===== config.mk =====
export PLATFORM = sky130hd
export DESIGN_NAME = lcd_write_timing_sequencer
export DESIGN_NICKNAME = d
export VERILOG_FILES = /design/src/rtl/core/lcdw_pkg.sv /design/src/rtl/core/lcdw_seq.sv /design/src/rtl/core/lcd_write_timing_sequencer.sv
export SDC_FILE = /design/constraint.sdc
export NUM_CORES = 1
export LEC_CHECK = 0
export ABC_CLOCK_PERIOD_IN_PS = 8200
export BUFFER_PORTS_ARGS = -buffer_cell sky130_fd_sc_hd__buf_2
export CAP_MARGIN = 40
export CORE_MARGIN = 2
export CORE_UTILIZATION = 45
export DETAILED_ROUTE_END_ITERATION = 10
export GPL_ROUTABILITY_DRIVEN = 0
export SLEW_MARGIN = 20
export SYNTH_ARGS = -nofsm -noshare
export SYNTH_HDL_FRONTEND = slang
export SYNTH_HIERARCHICAL = 1
export SYNTH_SLANG_ARGS = --single-unit

===== constraint.sdc =====
create_clock -name clk -period 8.2 [get_ports clk]
set_input_delay 0.82 -clock clk [delete_from_list [all_inputs] [get_ports clk]]
set_output_delay 0.82 -clock clk [all_outputs]
set_load 0.01 [all_outputs]

===== src/rtl/core/lcdw_pkg.sv =====
// Types, codes and the power-on sequence table for the LCD write timing sequencer.
package lcdw_pkg;

  typedef enum logic [1:0] {
    OP_TICK  = 2'd0,
    OP_CMD   = 2'd1,
    OP_DATA  = 2'd2,
    OP_START = 2'd3
  } op_t;

  typedef enum logic [1:0] {
    PH_IDLE   = 2'd0,
    PH_STROBE = 2'd1,
    PH_SETTLE = 2'd2,
    PH_PAUSE  = 2'd3
  } phase_t;

  typedef enum logic [1:0] {
    REG_ENABLE     = 2'd0,
    REG_SHORT_WAIT = 2'd1,
    REG_LONG_WAIT  = 2'd2,
    REG_NONE       = 2'd3
  } reg_idx_t;

  localparam int unsigned SEQ_LEN = 11;
  localparam logic [15:0] POWER_ON_WAIT = 16'd20000;
  localparam logic [7:0]  LONG_CMD_LIMIT = 8'd4;

  typedef struct packed {
    logic [1:0] operation;
    logic [7:0] byte_value;
  } in_item_t;

  typedef struct packed {
    logic       rs_line;
    logic       enable_line;
    logic [7:0] data_lines;
    logic       busy_res;
    logic       rejected;
  } out_item_t;

  typedef struct packed {
    logic [7:0]  enable_ticks;
    logic [15:0] short_wait_ticks;
    logic [15:0] long_wait_ticks;
  } cfg_t;

  typedef struct packed {
    logic        is_wait;
    logic [15:0] amount;
  } seq_action_t;

  function automatic seq_action_t seq_action(input logic [3:0] step);
    seq_action_t a;
    case (step)
      4'd0:    a = '{1'b1, POWER_ON_WAIT};
      4'd1:    a = '{1'b0, 16'h0030};
      4'd2:    a = '{1'b1, 16'd5000};
      4'd3:    a = '{1'b0, 16'h0030};
      4'd4:    a = '{1'b1, 16'd100};
      4'd5:    a = '{1'b0, 16'h0030};
      4'd6:    a = '{1'b1, 16'd100};
      4'd7:    a = '{1'b0, 16'h0038};
      4'd8:    a = '{1'b0, 16'h0006};
      4'd9:    a = '{1'b0, 16'h0001};
      4'd10:   a = '{1'b0, 16'h000F};
      default: a = '{1'b0, 16'h0000};
    endcase
    return a;
  endfunction

  function automatic logic [15:0] at_least_one(input logic [15:0] v);
    return (v == 16'd0) ? 16'd1 : v;
  endfunction

endpackage


===== src/rtl/core/lcdw_seq.sv =====
// Phase, countdown and power-on step state, advanced once per accepted request.
module lcdw_seq import lcdw_pkg::*; (
  input  logic      clk,
  input  logic      rst_n,
  input  logic      step_en,
  input  in_item_t  item,
  input  cfg_t      cfg,
  output out_item_t result
);

  phase_t      phase_r, phase_nxt;
  logic [15:0] countdown_r, countdown_nxt;
  logic [3:0]  init_step_r, init_step_nxt;
  logic [7:0]  held_byte_r, held_byte_nxt;
  logic        held_select_r, held_select_nxt;
  logic        rej;
  logic [15:0] cd_dec;
  logic [15:0] enable_len;
  seq_action_t act;

  assign enable_len = at_least_one({8'd0, cfg.enable_ticks});
  assign cd_dec     = (countdown_r != 16'd0) ? countdown_r - 16'd1 : 16'd0;
  assign act        = seq_action(init_step_r);

  always_comb begin
    phase_nxt       = phase_r;
    countdown_nxt   = countdown_r;
    init_step_nxt   = init_step_r;
    held_byte_nxt   = held_byte_r;
    held_select_nxt = held_select_r;
    rej             = 1'b0;
    if (op_t'(item.operation) != OP_TICK && phase_r == PH_IDLE) begin
      case (op_t'(item.operation))
        OP_CMD, OP_DATA: begin
          held_byte_nxt   = item.byte_value;
          held_select_nxt = (op_t'(item.operation) == OP_DATA);
          phase_nxt       = PH_STROBE;
          countdown_nxt   = enable_len;
        end
        default: begin
          init_step_nxt = 4'd1;
          phase_nxt     = PH_PAUSE;
          countdown_nxt = POWER_ON_WAIT;
        end
      endcase
    end else begin
      rej = (op_t'(item.operation) != OP_TICK);
      if (phase_r != PH_IDLE) begin
        countdown_nxt = cd_dec;
        if (cd_dec == 16'd0) begin
          if (phase_r == PH_STROBE) begin
            phase_nxt = PH_SETTLE;
            if (!held_select_r && held_byte_r < LONG_CMD_LIMIT) begin
              countdown_nxt = at_least_one(cfg.long_wait_ticks);
            end else begin
              countdown_nxt = at_least_one(cfg.short_wait_ticks);
            end
          end else if (init_step_r == 4'd0 || init_step_r >= 4'(SEQ_LEN)) begin
            init_step_nxt = 4'd0;
            phase_nxt     = PH_IDLE;
            countdown_nxt = 16'd0;
          end else begin
            init_step_nxt = init_step_r + 4'd1;
            if (act.is_wait) begin
              phase_nxt     = PH_PAUSE;
              countdown_nxt = at_least_one(act.amount);
            end else begin
              held_byte_nxt   = act.amount[7:0];
              held_select_nxt = 1'b0;
              phase_nxt       = PH_STROBE;
              countdown_nxt   = enable_len;
            end
          end
        end
      end
    end
  end

  always_comb begin
    result.rs_line     = (phase_nxt == PH_STROBE) && held_select_nxt;
    result.enable_line = (phase_nxt == PH_STROBE);
    result.data_lines  = held_byte_nxt;
    result.busy_res    = (phase_nxt != PH_IDLE);
    result.rejected    = rej;
  end

  always_ff @(posedge clk) begin
    if (!rst_n) begin
      phase_r       <= PH_IDLE;
      countdown_r   <= 16'd0;
      init_step_r   <= 4'd0;
      held_byte_r   <= 8'd0;
      held_select_r <= 1'b0;
    end else if (step_en) begin
      phase_r       <= phase_nxt;
      countdown_r   <= countdown_nxt;
      init_step_r   <= init_step_nxt;
      held_byte_r   <= held_byte_nxt;
      held_select_r <= held_select_nxt;
    end
  end

endmodule


===== src/rtl/core/lcd_write_timing_sequencer.sv =====
// Top level of the LCD write timing sequencer: configuration registers and output skid.
// Usage:
//   Each request on in_* is one microsecond tick, a command write, a data write or a
//   start of the power-on sequence (in_data.operation). Every request gives exactly one
//   result on out_* with the LCD pin levels after it, a busy flag and a rejected flag.
//   Requests other than ticks arriving while a write, its wait or the power-on sequence
//   runs are rejected and count as a tick.
//   cfg_we/cfg_index/cfg_data write enable width, short wait and long wait; write them
//   only while idle. Index 3 is ignored. Durations of zero act as one tick.
//   Results are registered, into the skid entry while the output register is held.
//   One request per cycle while in_stall is low; the step logic is one countdown update.
//   A two-entry output buffer lets a request be taken while one result waits; in_stall
//   rises only when both entries are full, so a stalling receiver holds the input off
//   after one extra result.
//   Reset (rst_n low, synchronous): idle, pins low, registers back to enable 1,
//   short wait 40, long wait 2000, output buffer empty.
module lcd_write_timing_sequencer import lcdw_pkg::*; (
  input  logic        clk,
  input  logic        rst_n,
  input  logic        in_valid,
  output logic        in_stall,
  input  in_item_t    in_data,
  output logic        out_valid,
  input  logic        out_stall,
  output out_item_t   out_data,
  input  logic        cfg_we,
  input  logic [1:0]  cfg_index,
  input  logic [15:0] cfg_data
);

  cfg_t      cfg_r;
  out_item_t result;
  out_item_t out_data_r, skid_data_r;
  logic      out_valid_r, skid_valid_r;
  logic      in_fire, out_fire;

  assign in_stall  = skid_valid_r;
  assign in_fire   = in_valid && !skid_valid_r;
  assign out_fire  = out_valid_r && !out_stall;
  assign out_valid = out_valid_r;
  assign out_data  = out_data_r;

  always_ff @(posedge clk) begin
    if (!rst_n) begin
      cfg_r.enable_ticks     <= 8'd1;
      cfg_r.short_wait_ticks <= 16'd40;
      cfg_r.long_wait_ticks  <= 16'd2000;
    end else if (cfg_we) begin
      case (reg_idx_t'(cfg_index))
        REG_ENABLE:     cfg_r.enable_ticks     <= cfg_data[7:0];
        REG_SHORT_WAIT: cfg_r.short_wait_ticks <= cfg_data;
        REG_LONG_WAIT:  cfg_r.long_wait_ticks  <= cfg_data;
        default: ;
      endcase
    end
  end

  lcdw_seq u_seq (
    .clk     (clk),
    .rst_n   (rst_n),
    .step_en (in_fire),
    .item    (in_data),
    .cfg     (cfg_r),
    .result  (result)
  );

  always_ff @(posedge clk) begin
    if (!rst_n) begin
      out_valid_r  <= 1'b0;
      skid_valid_r <= 1'b0;
    end else if (skid_valid_r) begin
      if (out_fire) begin
        out_data_r   <= skid_data_r;
        skid_valid_r <= 1'b0;
      end
    end else if (in_fire) begin
      if (!out_valid_r || out_fire) begin
        out_data_r  <= result;
        out_valid_r <= 1'b1;
      end else begin
        skid_data_r  <= result;
        skid_valid_r <= 1'b1;
      end
    end else if (out_fire) begin
      out_valid_r <= 1'b0;
    end
  end

endmodule


==> results.json, run 1 <==
{
  "max_cap_violations": 0,
  "start_util_pct": 46.5,
  "wl_um": 15300,
  "die_width_um": 118,
  "async_reset_ff_share_pct": 0,
  "grt_antenna_before_repair": 0,
  "worst_slack_ns": 4.81,
  "vdd_drop_max_mv": 0.142,
  "antenna_cells": 0,
  "synth.most_common_cell": "dfxtp_1",
  "synth_edf_count": 24,
  "ys.flop_type": "dfxtp_1",
  "clock_latency_ns": 0.36,
  "grt_pass1_wl_um": 24900,
  "dp.cells": 821,
  "skew_ns": 0.00672,
  "endpoint_kind": "register",
  "arrival_ns": 3.63,
  "finalCritPeriodShare_pct": 41.3,
  "slew_violations": 0,
  "cts_resized": 0,
  "seq_area_frac_synth_pct": 40.8,
  "syn-cell-area_mm2": 0.00589,
  "cts_hold_buffers": 0,
  "cts-root-buf": "clkbuf_16",
  "cts_setup_buffers": 0,
  "cp.buffers_inverters": 1,
  "fin_util_pct": 50.9,
  "num-nets-final": 702,
  "synth.distinct_cells": 71,
  "cts.sinks": 108,
  "p_leak_nw": 2.57,
  "worst_pin_slew_ns": 0.806,
  "synth_area_per_cell_um2": 9.21,
  "htree_levels": 3,
  "drc": 0,
  "num_rows": 41,
  "tns_ns": 0,
  "core_area_mm2": 0.0127,
  "hpwl_um": 10900,
  "grt_overflow_total": 0,
  "grt_max_degree": 63,
  "die_area_mm2": 0.0140,
  "synth_top_area_share_pct": 28.6,
  "path_class": "reg -> reg",
  "post_drt_wl_per_cell_um": 18.2,
  "drive_above_1_share_pct": 18.5,
  "cp_top_family": "simple AND/OR/NAND/NOR gates",
  "finalCriticalPeriod_ns": 3.39,
  "cts_made_buffers": 9,
  "netlist_instances": 639,
  "max_stage_delay_ns": 0.67,
  "yosys_warnings": 6,
  "rsz0062_at_grt": "no",
  "tritoncts": "yes",
  "io_pins": 47,
  "grt_usage_pct": 22.2,
  "port_buffers": 46,
  "crit_chain": "inv_1, ha_1, nor4b_4, nand3_2, or2_0, o31ai_2, nand2_2, o31ai_4, nor2_1, nor3_2, mux2_2",
  "required_ns": 8.44,
  "synth.net_count": 680,
  "area_growth_pct": 9.57,
  "die_y_um": 118,
  "worstPathMaxFanout": 17,
  "synth.area.top_cells": "dfxtp_1, edfxtp_1, mux2i_1",
  "nFillCells": 1200,
  "synth_area_leader_cell": "dfxtp_1",
  "place_ws_ns": 4.85,
  "hold_viol": 0,
  "vias_per_cell": 5.89,
  "stdcell_count": 838,
  "clock_path_buffers": 2,
  "grt_pass1_vias": 4726,
  "critical_path.startpoint_type": "register",
  "path_clk_slew_ns": 0.08,
  "drtIter0Drc": 432,
  "whs_ns": 0.483,
  "timing.fmax_mhz": 295,
  "min_path_type": "reg -> reg",
  "power.density_mw_per_mm2": 232,
  "ant_nets": 0,
  "slowest_stage": "o31ai_4",
  "slew_headroom_pct": 46.2,
  "outcome": "complete, no violations",
  "setup_viol": 0,
  "ys_ff_latch": 108,
  "synth_common_cells": "dfxtp_1, nand2_1, nor2_1",
  "vias": 4938,
  "first_pass_iters": 5
}
==> sequential cells by signal (all words and copies together) (netlist names) <==
signal               flops
cfg_r                   40
in_stall                 1
out_data                12
out_valid                1
skid_data_r             12
u_seq/act               11
u_seq/countdown_r       16
u_seq/held_byte_r        8
u_seq/held_select_r      1
u_seq/init_step_r        4
u_seq/phase_r            2
==> tightest hold or removal path: cells and delay by family, from the launching register on <==
kind | cells | cell delay, ns
AND/OR/NAND/NOR | 1 | 0.06
flip-flops | 1 | 0.32
multiplexers | 1 | 0.06
==> power by group <==
group	leakage, nW	internal, mW	switching [mW]
clock network	0.145	0.242	0.213
logic	1.52	0.162	0.251
registers	0.909	0.583	0.0437
==> per-layer routing <==
layer	share of wire, %	up-vias	global-route usage [%]	wire, µm
met2	49	159	37.0	7400
met5	0	-	0	0
met3	4.4	28	3.76	676
met1	45	2347	29.1	6820
li1	-	2404	-	-
met4	2.3	0	7.53	354
==> worst paths after layout <==
kind,startpoint,endpoint,slack [ns],cells past startpoint
hold / removal,cfg_r[23],cfg_r[23],0.48,2
setup reg to reg,u_seq/countdown_r[0],out_data[5],4.81,11
hold reg to reg,cfg_r[23],cfg_r[23],0.48,2
setup / recovery,u_seq/countdown_r[0],out_data[5],4.81,11
==> cells in the final DEF, fill, tap and decap left out, drive strengths merged, types with 9 or more instances in the layout <==
cell type   n
dfxtp      84
nand2      76
nor2       65
buf        52
mux2i      45
nor3       33
a21oi      32
o21ai      27
edfxtp     24
inv        20
mux2       19
nor4       14
a211oi     14
nand3      13
clkbuf      9
a31oi       9
==> kinds of logic (layout without fill, tap and decap cells) <==
logic type               Yosys count  after routing  share of synthesized area, %
AO/OA/AOI/OAI                    145            145                          17.2
XOR/XNOR                           8              8                          1.19
adder cells (fa/ha/maj)            8              8                          1.70
buffers and inverters             58             85                          5.21
flip-flops                       108            108                          40.8
multiplexers                      64             64                          11.4
AND/OR/NAND/NOR                  248            248                          22.5
==> metrics by stage <==
step           area, µm²  power [mW]
4_1_cts             6430        1.50
2_1_floorplan       5890       0.956
3_3_place_gp        6120        1.04
3_5_place_dp        6130        1.04
5_1_grt             6450        1.57
6_report            6450        1.49
==> cell type report <==
| cell class | instances | area, µm² | area share [%] |
|---|---|---|---|
| multi-input combinational | 473 | 3180 | 49.3 |
| timing repair buffer | 52 | 283 | 4.38 |
| clock buffer | 9 | 225 | 3.49 |
| sequential | 108 | 2400 | 37.3 |
| tap | 172 | 215 | 3.34 |
| inverter | 17 | 63.8 | 0.990 |
| clock inverter | 7 | 82.6 | 1.28 |
(Power assumes the default switching activity.)
==> run 2, diff against run 1 <==
--- a/config.mk
+++ b/config.mk
@@ -5,13 +5,15 @@
 export SDC_FILE = /design/constraint.sdc
 export NUM_CORES = 1
 export LEC_CHECK = 0
-export ABC_CLOCK_PERIOD_IN_PS = 8200
+export ABC_AREA = 1
+export ABC_CLOCK_PERIOD_IN_PS = 2700
 export BUFFER_PORTS_ARGS = -buffer_cell sky130_fd_sc_hd__buf_2
 export CAP_MARGIN = 40
 export CORE_MARGIN = 2
 export CORE_UTILIZATION = 45
 export DETAILED_ROUTE_END_ITERATION = 10
 export GPL_ROUTABILITY_DRIVEN = 0
+export PLACE_DENSITY = 0.65
 export SLEW_MARGIN = 20
 export SYNTH_ARGS = -nofsm -noshare
 export SYNTH_HDL_FRONTEND = slang
==> constraint.sdc (replaced) <==
create_clock -name clk -period 2.7 [get_ports clk]
set_input_delay 0.27 -clock clk [delete_from_list [all_inputs] [get_ports clk]]
set_output_delay 0.27 -clock clk [all_outputs]
set_load 0.01 [all_outputs]
==> results.json, run 2 <==
{
  "cts-root-buf": "clkbuf_16",
  "synth_mux_area_share_pct": 0.501,
  "cts_made_buffers": 9,
  "final_common_cell": "nand2_1",
  "die_y_um": 119,
  "vias": 5679,
  "synth_area_leader_cell": "dfxtp_1",
  "synth_common_cells": "nand2_1, nor2_1, inv_1",
  "reg_top3": "cfg_r x40, u_seq/countdown_r x16",
  "grt_max_degree": 45,
  "stdcell_count": 1125,
  "required_ns": 2.82,
  "netlist_instances": 888,
  "use_met3_pct": 3.50,
  "timing.fmax_mhz": 388,
  "syn-cell-area_mm2": 0.00599,
  "worstPathMaxFanout": 9,
  "drtIter0Drc": 445,
  "synth_area_per_cell_um2": 6.75,
  "drc": 0,
  "skew_ns": 0.00939,
  "synth_top_family_by_area": "simple AND/OR/NAND/NOR gates",
  "grt_overflow_total": 0,
  "ys.flop_type": "dfxtp_1",
  "synth_edf_count": 24,
  "core_area_mm2": 0.0131,
  "outcome": "complete, no violations",
  "clock_latency_ns": 0.36,
  "grt_pass1_vias": 5028,
  "synth_top_area_share_pct": 28.1,
  "synth_simple_gate_area_share_pct": 35.6,
  "busiest_layer": "met2",
  "seq_area_frac_synth_pct": 40.1,
  "cts.sinks": 108,
  "finalCriticalPeriod_ns": 2.58,
  "synth_adder_area_share_pct": 1.67,
  "hpwl_um": 11300,
  "critical_path.startpoint_type": "register",
  "setup_viol": 0,
  "synth.distinct_cells": 41,
  "power.density_mw_per_mm2": 636,
  "first_pass_iters": 5,
  "endpoint_kind": "register",
  "path_clk_slew_ns": 0.08,
  "wl_um": 15600,
  "tns_ns": 0,
  "die_width_um": 119,
  "use_met1_pct": 30.5,
  "grtUsageMet2_pct": 34.1,
  "grt_antenna_before_repair": 0,
  "die_area_mm2": 0.0143,
  "final_area_mm2": 0.00688,
  "async_reset_ff_share_pct": 0,
  "htree_levels": 3,
  "antenna_cells": 0,
  "clock_path_buffers": 2,
  "min_path_type": "in -> reg",
  "worst_slack_ns": 0.123,
  "p_leak_nw": 3.35,
  "tritoncts": "yes",
  "post_drt_wl_per_cell_um": 13.9,
  "dp.cells": 1105,
  "ant_nets": 0,
  "max_cap_violations": 0,
  "synth.area.top_cells": "dfxtp_1, nand2_1, edfxtp_1",
  "place_ws_ns": 0.0203,
  "start_util_pct": 45.6,
  "num_rows": 42,
  "slew_headroom_pct": 60.6,
  "yosys_warnings": 6,
  "synth-xor-area-share_pct": 0.292,
  "worst_pin_slew_ns": 0.591,
  "area_growth_pct": 14.8,
  "synth.most_common_cell": "nand2_1",
  "drive_above_1_share_pct": 14.4,
  "vias_per_cell": 5.05,
  "port_buffers": 46,
  "grt_pass1_wl_um": 24800,
  "largest_reg_flops": 40,
  "io_pins": 47,
  "vdd_drop_max_mv": 0.431,
  "finalCritPeriodShare_pct": 95.4,
  "synth.net_count": 929,
  "num-nets-final": 985,
  "arrival_ns": 2.70,
  "ys_ff_latch": 108,
  "synth_compound_area_share_pct": 11.3,
  "grt_usage_pct": 21.9,
  "top_register": "cfg_r",
  "mostFrequentLayoutCells": "nand2_1, inv_1, nor2_1",
  "path_class": "reg -> reg",
  "hold_viol": 0,
  "slew_violations": 0,
  "place_area_mm2": 0.00648,
  "fin_util_pct": 52.4
}
## run 2: timing repair
| item | 4_1_cts | 5_1_grt |
|---|---|---|
| endpoints found under the setup margin | 0 | 41 |
| hold buffers | 0 | 0 |
| resized for setup | 0 | 24 |
| buffers inserted | 0 | 3 |
## run 2: final timing paths
kind	slack [ns]	to	startpoint	cells past startpoint
setup / recovery	0.12	out_data[11]	u_seq/countdown_r[1]	15
hold / removal	0.13	cfg_r[8]	cfg_data[8]	3
setup reg to reg	0.12	out_data[11]	u_seq/countdown_r[1]	15
hold reg to reg	0.50	cfg_r[32]	cfg_r[32]	2
## run 2: stage by stage
stage               hold WS (ns)  total power [mW]
finish                     0.129              4.38
global route               0.149              4.63
CTS                        0.124              4.32
detailed placement         0.486              3.07
global placement           0.483              3.07
floorplan                  0.383              2.73
## run 2: worst max-delay path, stage by stage, from the launching register on
cell and delay (ns):
dfxtp_1 0.33, inv_1 0.10, ha_4 0.16, nand2_2 0.10, nor2_4 0.24, nand2_8 0.11, nand2_1 0.13, nand3_1 0.12
nor3_1 0.21, nand3b_1 0.22, nor2_2 0.25, nor3_2 0.08, nand2_1 0.10, nor2_1 0.06, nand2_1 0.07, nand2_1 0.05
## run 2: layer usage
layer,share of wire (%),routed length (µm)
met1,48,7440
met2,45,7100
met3,4.6,720
met4,2.2,350
met5,0,0
## run 2: cells by family (layout without fill, tap and decap cells)
family / Yosys count / count (layout)
xor gates and xnor gates: 2 / 2
AOI/OAI and AO/OA: 123 / 123
buffers and inverters: 153 / 213
DFF: 108 / 108
and+or+nand+nor: 491 / 492
muxes: 3 / 3
adders and majority gates: 8 / 8
## run 2: where the power goes
part / switching, mW / internal [mW] / leakage, nW / total (mW)
sequential: 0.102 / 1.79 / 0.916 / 1.89
clock: 0.616 / 0.630 / 0.131 / 1.25
combinational: 0.804 / 0.439 / 2.30 / 1.24
## run 2: cell type report
cell class | count | area (µm²)
clock inverters | 7 | 47.5
fillers | 1348 | 6260
inverters | 119 | 449
multi-input cells | 628 | 3060
flip-flops and latches | 108 | 2400
clock buffers | 9 | 225
well taps | 176 | 220
repair buffers | 78 | 470
==> run 3, diff against run 2 <==
--- a/config.mk
+++ b/config.mk
@@ -10,10 +10,9 @@
 export BUFFER_PORTS_ARGS = -buffer_cell sky130_fd_sc_hd__buf_2
 export CAP_MARGIN = 40
 export CORE_MARGIN = 2
-export CORE_UTILIZATION = 45
+export CORE_UTILIZATION = 35
 export DETAILED_ROUTE_END_ITERATION = 10
 export GPL_ROUTABILITY_DRIVEN = 0
-export PLACE_DENSITY = 0.65
 export SLEW_MARGIN = 20
 export SYNTH_ARGS = -nofsm -noshare
 export SYNTH_HDL_FRONTEND = slang
==> results.json, run 3 (synthesis gave the netlist of run 2 again) <==
{
  "power.total_mw": 4.38,
  "r2r-start": "u_seq/countdown_r[2]",
  "cts_made_buffers": 9,
  "max_cap_violations": 0,
  "die_y_um": 135,
  "outcome": "complete, no violations",
  "rr_worst_depth": 17,
  "clock_path_buffers": 2,
  "rrSetupSlack_ns": 0.18,
  "grt_pass1_vias": 5046,
  "mostFrequentLayoutCells": "nand2_1, inv_1, nor2_1",
  "endpoint_kind": "register",
  "hold_viol": 0,
  "post_drt_wl_per_cell_um": 13.8,
  "nFillCells": 1762,
  "final_area_mm2": 0.00688,
  "grt_overflow_total": 0,
  "antenna_cells": 0,
  "start_util_pct": 36.0,
  "top_register": "cfg_r",
  "worstPathMaxFanout": 5,
  "drive_above_1_share_pct": 13.5,
  "largest_reg_flops": 40,
  "vias_per_cell": 4.86,
  "vdd_drop_max_mv": 0.492,
  "cts.sinks": 108,
  "num-nets-final": 982,
  "p_leak_nw": 3.32,
  "place_ws_ns": 0.0459,
  "rr_endpoint": "u_seq/act[0]",
  "power.density_mw_per_mm2": 636,
  "die_area_mm2": 0.0182,
  "htree_levels": 3,
  "setup_viol": 0,
  "finalCritPeriodShare_pct": 93.3,
  "path_class": "reg -> reg",
  "final_common_cell": "nand2_1",
  "clock_latency_ns": 0.36,
  "arrival_ns": 2.80,
  "skew_ns": 0.0115,
  "cts_hold_buffers": 0,
  "drtIter0Drc": 372,
  "io_pins": 47,
  "core_area_mm2": 0.0166,
  "first_pass_iters": 5,
  "worst_pin_slew_ns": 0.613,
  "finalCriticalPeriod_ns": 2.52,
  "grt_usage_pct": 17.6,
  "drc": 0,
  "grt_antenna_before_repair": 0,
  "slew_violations": 0,
  "path_clk_slew_ns": 0.07,
  "grt_pass1_wl_um": 25500,
  "num_rows": 47,
  "wl_um": 16000,
  "timing.fmax_mhz": 397,
  "place_area_mm2": 0.00652,
  "multiInputGateArea_mm2": 0.00304,
  "cts-root-buf": "clkbuf_16",
  "vias": 5664,
  "area_growth_pct": 14.9,
  "die_width_um": 135,
  "worst_slack_ns": 0.182,
  "port_buffers": 46,
  "tritoncts": "yes",
  "startpoint": "u_seq/countdown_r[2]",
  "endpoint": "u_seq/act[0]",
  "min_path_type": "in -> reg",
  "slew_headroom_pct": 59.1,
  "critical_path.startpoint_type": "register",
  "reg_top3": "cfg_r x40, u_seq/countdown_r x16",
  "seqCellArea_mm2": 0.00240,
  "required_ns": 2.98,
  "ant_nets": 0,
  "hpwl_um": 11700,
  "grt_max_degree": 52
}
run 3: cell count changes in the layout (fill, tap and decap cells not counted), sizes merged:
cell / previous run / this run
buf: 78 / 75
inv: 121 / 120
clkinv: 4 / 2
clkbuf: 9 / 12
run 3: where the power goes:
| part | switching (mW) | internal, mW |
|---|---|---|
| registers | 0.0995 | 1.79 |
| logic | 0.799 | 0.435 |
| clock network | 0.618 | 0.637 |
| total | 1.52 | 2.86 |
run 3: what timing repair did:
action | 4_1_cts | 5_1_grt
buffers inserted | 0 | 2
setup endpoints to repair | 0 | 29
gates resized for setup | 0 | 20
endpoints found under the hold margin | 0 | 0
run 3: area by class of cell:
class                      instances  share of cell area, %
clock inverter                     4                  0.491
inverter                         119                   6.56
tap                              220                   4.00
clock buffer                      12                   3.44
multi-input combinational        628                   44.1
timing repair buffer              75                   6.51
sequential                       108                   34.9
run 3: per-stage QoR:
| stage | TNS [ns] | std cells | hold slack (ns) | utilization, % |
|---|---|---|---|---|
| floorplan | 0 | 888 | 0.383 | - |
| global placement | 0 | 1147 | 0.483 | 39.2 |
| detailed placement | 0 | 1147 | 0.485 | 39.2 |
| CTS | 0 | 1163 | 0.123 | 40.8 |
| global route | -0.356 | 1166 | 0.144 | 41.4 |
| finish | 0 | 1166 | 0.136 | 41.4 |
run 3: layer usage:
metal / vias to the layer above / routed length, µm / global-route usage, %
met4: 0 / 257 / 5.38
met3: 23 / 698 / 2.59
met5: - / 0 / 0
li1: 2963 / - / -
met1: 2544 / 7800 / 24.4
met2: 134 / 7280 / 28.4
run 3: critical path: stages (launching register included):
cell	delay (ns)
dfxtp_1	0.36
nor2_1	0.19
nand2_1	0.21
nor2_4	0.22
nand2_1	0.09
nand3_2	0.10
nand2_1	0.06
inv_1	0.05
nand2_1	0.05
nor2_2	0.12
nand3_4	0.13
nand2_4	0.11
nand2_2	0.08
nand2_1	0.06
nand3_1	0.11
inv_2	0.11
ha_1	0.23
nor3_1	0.17
run 3: worst min-delay path by stage:
stage	startpoint	cells past startpoint	end
floorplan	cfg_data[10]	2	cfg_r[10]
global placement	cfg_r[32]	2	cfg_r[32]
detailed placement	cfg_r[32]	2	cfg_r[32]
CTS	cfg_data[10]	3	cfg_r[10]
global route	cfg_data[10]	3	cfg_r[10]
finish	cfg_data[10]	3	cfg_r[10]
